==> config.mk <==
export PLATFORM = sky130hd
export DESIGN_NAME = tkl_entry_ram
export DESIGN_NICKNAME = d
export VERILOG_FILES = /design/src/rtl/core/tkl_pkg.sv /design/src/rtl/core/tkl_entry_ram.sv
export SDC_FILE = /design/constraint.sdc
export NUM_CORES = 2
export LEC_CHECK = 0
export BUFFER_PORTS_ARGS = -buffer_cell sky130_fd_sc_hd__buf_2
export CORE_ASPECT_RATIO = 1.2
export CORE_UTILIZATION = 50
export CTS_CLUSTER_SIZE = 10
export DETAILED_ROUTE_END_ITERATION = 6
export GPL_TIMING_DRIVEN = 0
export PLACE_DENSITY = 0.65
export SKIP_LAST_GASP = 1
export SYNTH_ARGS = -nofsm -noshare
export SYNTH_HDL_FRONTEND = slang
export SYNTH_MEMORY_MAX_BITS = 65536
export SYNTH_SLANG_ARGS = --single-unit
==> constraint.sdc <==
create_clock -name clk -period 11.8 [get_ports clk]
set_input_delay 1.18 -clock clk [delete_from_list [all_inputs] [get_ports clk]]
set_output_delay 1.18 -clock clk [all_outputs]
set_load 0.05 [all_outputs]
==> src/rtl/core/tkl_pkg.sv <==
// shared types, widths and codes for the keyed top-k leaderboard
`default_nettype none

package tkl_pkg;

    // default geometry
    localparam int TOP_K_DEF      = 16;
    localparam int NUM_TABLES_DEF = 3;

    // fixed field widths of the item channels
    localparam int CMD_W    = 1;
    localparam int LIST_W   = 2;
    localparam int ID_W     = 64;
    localparam int SCORE_W  = 31;
    localparam int RANK_W   = 8;
    localparam int STATUS_W = 2;
    localparam int COUNT_W  = 5;

    // operation codes
    localparam logic [CMD_W-1:0] CMD_UPDATE = 1'b0;
    localparam logic [CMD_W-1:0] CMD_QUERY  = 1'b1;

    // result status codes
    localparam logic [STATUS_W-1:0] ST_DONE     = 2'd0;
    localparam logic [STATUS_W-1:0] ST_DROPPED  = 2'd1;
    localparam logic [STATUS_W-1:0] ST_DECREASE = 2'd2;
    localparam logic [STATUS_W-1:0] ST_RANGE    = 2'd3;

    // request item
    typedef struct packed {
        logic [CMD_W-1:0]   cmd;
        logic [LIST_W-1:0]  list_id;
        logic [ID_W-1:0]    player_id;
        logic [SCORE_W-1:0] new_value;
        logic [RANK_W-1:0]  rank_index;
    } req_t;

    // response item
    typedef struct packed {
        logic [ID_W-1:0]     out_player;
        logic [SCORE_W-1:0]  out_value;
        logic [STATUS_W-1:0] status;
        logic [COUNT_W-1:0]  entry_count;
    } rsp_t;

    // one stored table entry
    typedef struct packed {
        logic [ID_W-1:0]    id;
        logic [SCORE_W-1:0] score;
    } entry_t;

endpackage

`default_nettype wire

==> src/rtl/core/tkl_entry_ram.sv <==
// entry memory: one write port, one read port with registered read data
`default_nettype none

module tkl_entry_ram #(
    parameter int DEPTH  = tkl_pkg::TOP_K_DEF * tkl_pkg::NUM_TABLES_DEF,
    parameter int ADDR_W = $clog2(DEPTH)
) (
    input  wire logic             clk,
    input  wire logic             rd_en,
    input  wire logic [ADDR_W-1:0] rd_addr,
    output tkl_pkg::entry_t       rd_data,
    input  wire logic             wr_en,
    input  wire logic [ADDR_W-1:0] wr_addr,
    input  wire tkl_pkg::entry_t  wr_data
);

    tkl_pkg::entry_t entry_mem_reg [DEPTH];
    tkl_pkg::entry_t rd_data_reg;

    // write port
    always_ff @(posedge clk)
    begin
        if (wr_en)
        begin
            entry_mem_reg[wr_addr] <= wr_data;
        end
    end

    // read port, registered read data
    always_ff @(posedge clk)
    begin
        if (rd_en)
        begin
            rd_data_reg <= entry_mem_reg[rd_addr];
        end
    end

    assign rd_data = rd_data_reg;

endmodule

`default_nettype wire

==> results_dict.tcl <==
set metrics [dict create \
    critPathMaxStageDelay_ns 1.12 \
    yosys-top-cells-area "edfxtp_1 79%, mux4_2 12%, mux2i_1 3.2%" \
    cp.required_ns 12.48 \
    path_max_fanout 12 \
    grt_max_degree 51 \
    syn_nets 7966 \
    post-route-util_pct 57.9 \
    fmax_mhz 158 \
    synth_compound_area_share_pct 2.69 \
    core-area_um2 351000 \
    drtIter0Drc 9601 \
    worstMarginPinSlew_ns 1.53 \
    rsz0062_at_grt "no" \
    outcome "finished with violations" \
    synth-main-ff-cell "edfxtp_1" \
    cap_violations 1 \
    hold_violations 0 \
    yosys.area.top_type "edfxtp_1" \
    cts_buffer_depth 4 \
    area_growth_pct 14.9 \
    initial_utilization_pct 50.4 \
    worstPathCellList "buf_2 > buf_2 > buf_2 > nand2_1 > clkbuf_1 > clkbuf_2 > o2bb2ai_1 > o221ai_1 > o311ai_1" \
    post-route-period-util_pct 53.7 \
    whs_ns 0.582 \
    synth_commonest_cells "4655 x edfxtp_1, 950 x mux4_2, 570 x mux2i_1" \
    yosysMostFrequentCell "edfxtp_1" \
    route.vias.total 85300 \
    synth_top_family_by_area "multiplexers" \
    cts_tree "built" \
    hp-class "input port to flip-flop" \
    postSynthCellCount 7856 \
    synth-seq-area-share_pct 79.0 \
    finClkSkew_ns 0.0427 \
    grt_overflow 0 \
    synthAdderAreaFrac_pct 0 \
    power_density_nw_per_um2 171 \
    cts_made_buffers 538 \
    fin_area_um2 203000 \
    synth_edf_count 4655 \
    cp-start-kind "input port" \
    vias_per_cell 6.27 \
    grt_pass1_wl_um 643000 \
    maxSlewHeadroom_pct -1.70 \
    wl_per_cell_um 33.4 \
    crit_path_end_kind "flip-flop" \
    setup_tns_ns 0 \
    die_height_um 654 \
    largest_reg_flops 4560 \
    postCtsResizedCells 0 \
    gp_congestion 0.803 \
    async_reset_ff_share_pct 0 \
    ys_ff_latch 4655 \
    drt_pre_antenna_iters 6 \
    layout-drive-gt1-share_pct 26.1 \
    nNetsFinal 8938 \
    yosys.area_share.simple_pct 1.21 \
    drcViolationCount 0 \
    cp_num_buf_inv 5 \
    cts_setup_buffers 0 \
    post-dp-hpwl_um 307000 \
    dieArea_um2 356000 \
    grtUsageTotal_pct 25.6 \
    arrival_ns 7.02 \
    wl_um 455000 \
    critPathSlowestCell "nand2_1" \
    portBuffers 198 \
    antenna_found_initial 43 \
    synth-xor-area-share_pct 0 \
    ys_warn_count 0 \
    synth_cell_types 30 \
    ctsHtreeMaxLevel 6 \
    synthMuxAreaShare_pct 15.9 \
    crit_family "buffers and inverters" \
    io_pins 205 \
    cts_hold_buf 0 \
    violations "capacitance limit, slew limit" \
    clkLatencyLatePin_ns 1.02 \
    setup_viol 0 \
    clock-sinks 4655 \
    syn_area_um2 177000 \
    die_width_um 545 \
    syn_area_per_cell_um2 22.5 \
    rows 238 \
    fin_crit_ns 6.34 \
    placed_area_um2 189000 \
    synth_top_area_share_pct 79.0 \
    p_leak_uw 0.0645 \
    vdd_ir_drop_max_mv 0.167 \
    crit_type "input port to flip-flop" \
    first_global_vias 88500 \
    slew_violations 8 \
    worst_path_most_repeated_cell "buf_2" \
    cts-root-buf "clkbuf_16" \
    cts.clk_slew.worst_paths_ns 0.05 \
    ant_nets 0 \
]
## area by class of cell
class                           count  area, um^2
Sequential cell                  4655      140000
Clock inverter                     58        1060
Fill cell                       24800      148000
Buffer                            460        2110
Timing Repair Buffer              432        5360
Tap cell                         4680        5860
Inverter                            1        3.75
Clock buffer                      559       13700
Antenna cell                       35        87.6
Multi-Input combinational cell   2740       35400
## worst reg2reg max path: stages (launching register included)
cell and delay [ns]:
edfxtp_1 0.36, mux4_2 0.50, mux2_2 0.29, o221ai_1 0.52, o311ai_1 0.41
## worst paths after layout
check	slack, ns	cells past startpoint	endpoint	start
min reg2reg	0.93	4	rd_data[94]$_DFFE_PP_	entry_mem_reg[27][94]$_DFFE_PP_
min	0.58	1	rd_data[51]$_DFFE_PP_	rd_en
max	5.46	9	rd_data[27]$_DFFE_PP_	rd_addr[1]
max reg2reg	9.37	4	rd_data[25]$_DFFE_PP_	entry_mem_reg[23][25]$_DFFE_PP_
## cells in the final DEF, fill, tap and decap left out, types with 58 or more instances in the layout
master / instances
clkbuf_16: 545
clkbuf_1: 225
o21ai_0: 190
mux2i_1: 570
o221ai_1: 95
o2bb2ai_1: 95
buf_12: 170
o22ai_1: 95
and2_1: 95
mux2_2: 95
buf_2: 324
nand2_1: 102
o311ai_1: 95
nor2_1: 97
a211oi_1: 95
buf_1: 58
nor3_1: 95
mux4_2: 950
edfxtp_1: 4655
## power breakdown
| group | internal, uW | switching, uW | leakage (uW) |
|---|---|---|---|
| combinational | 600 | 1220 | 0.0154 |
| sequential | 18400 | 34.9 | 0.0420 |
| clock | 8270 | 6270 | 0.00719 |
| total | 27200 | 7520 | 0.0645 |
## through the flow
step           power [uW]  setup WS, ns  cells
2_1_floorplan       19700          3.04   7856
3_3_place_gp        20500         -6.23  12700
3_5_place_dp        20600          4.46  13000
4_1_cts             35000          5.54  13600
5_1_grt             35600          5.61  13600
6_report            34800          5.46  13600
## kinds of logic (layout without fill, tap and decap cells)
logic type	Yosys count	count (layout)
flops	4655	4655
mux	1615	1615
compound gates	665	665
buf+inv	461	1510
simple gates	460	460
other cells	0	35
## metal layers
| metal | vias to the layer above | GRT usage, % | wire (um) |
|---|---|---|---|
| met1 | 45700 | 33.3 | 173000 |
| met4 | 6 | 9.10 | 16000 |
| met5 | - | 0 | 47 |
| li1 | 35100 | - | - |
| met3 | 754 | 4.25 | 32600 |
| met2 | 3758 | 43.6 | 233000 |
Note: power is estimated with default switching activity, not from simulation.
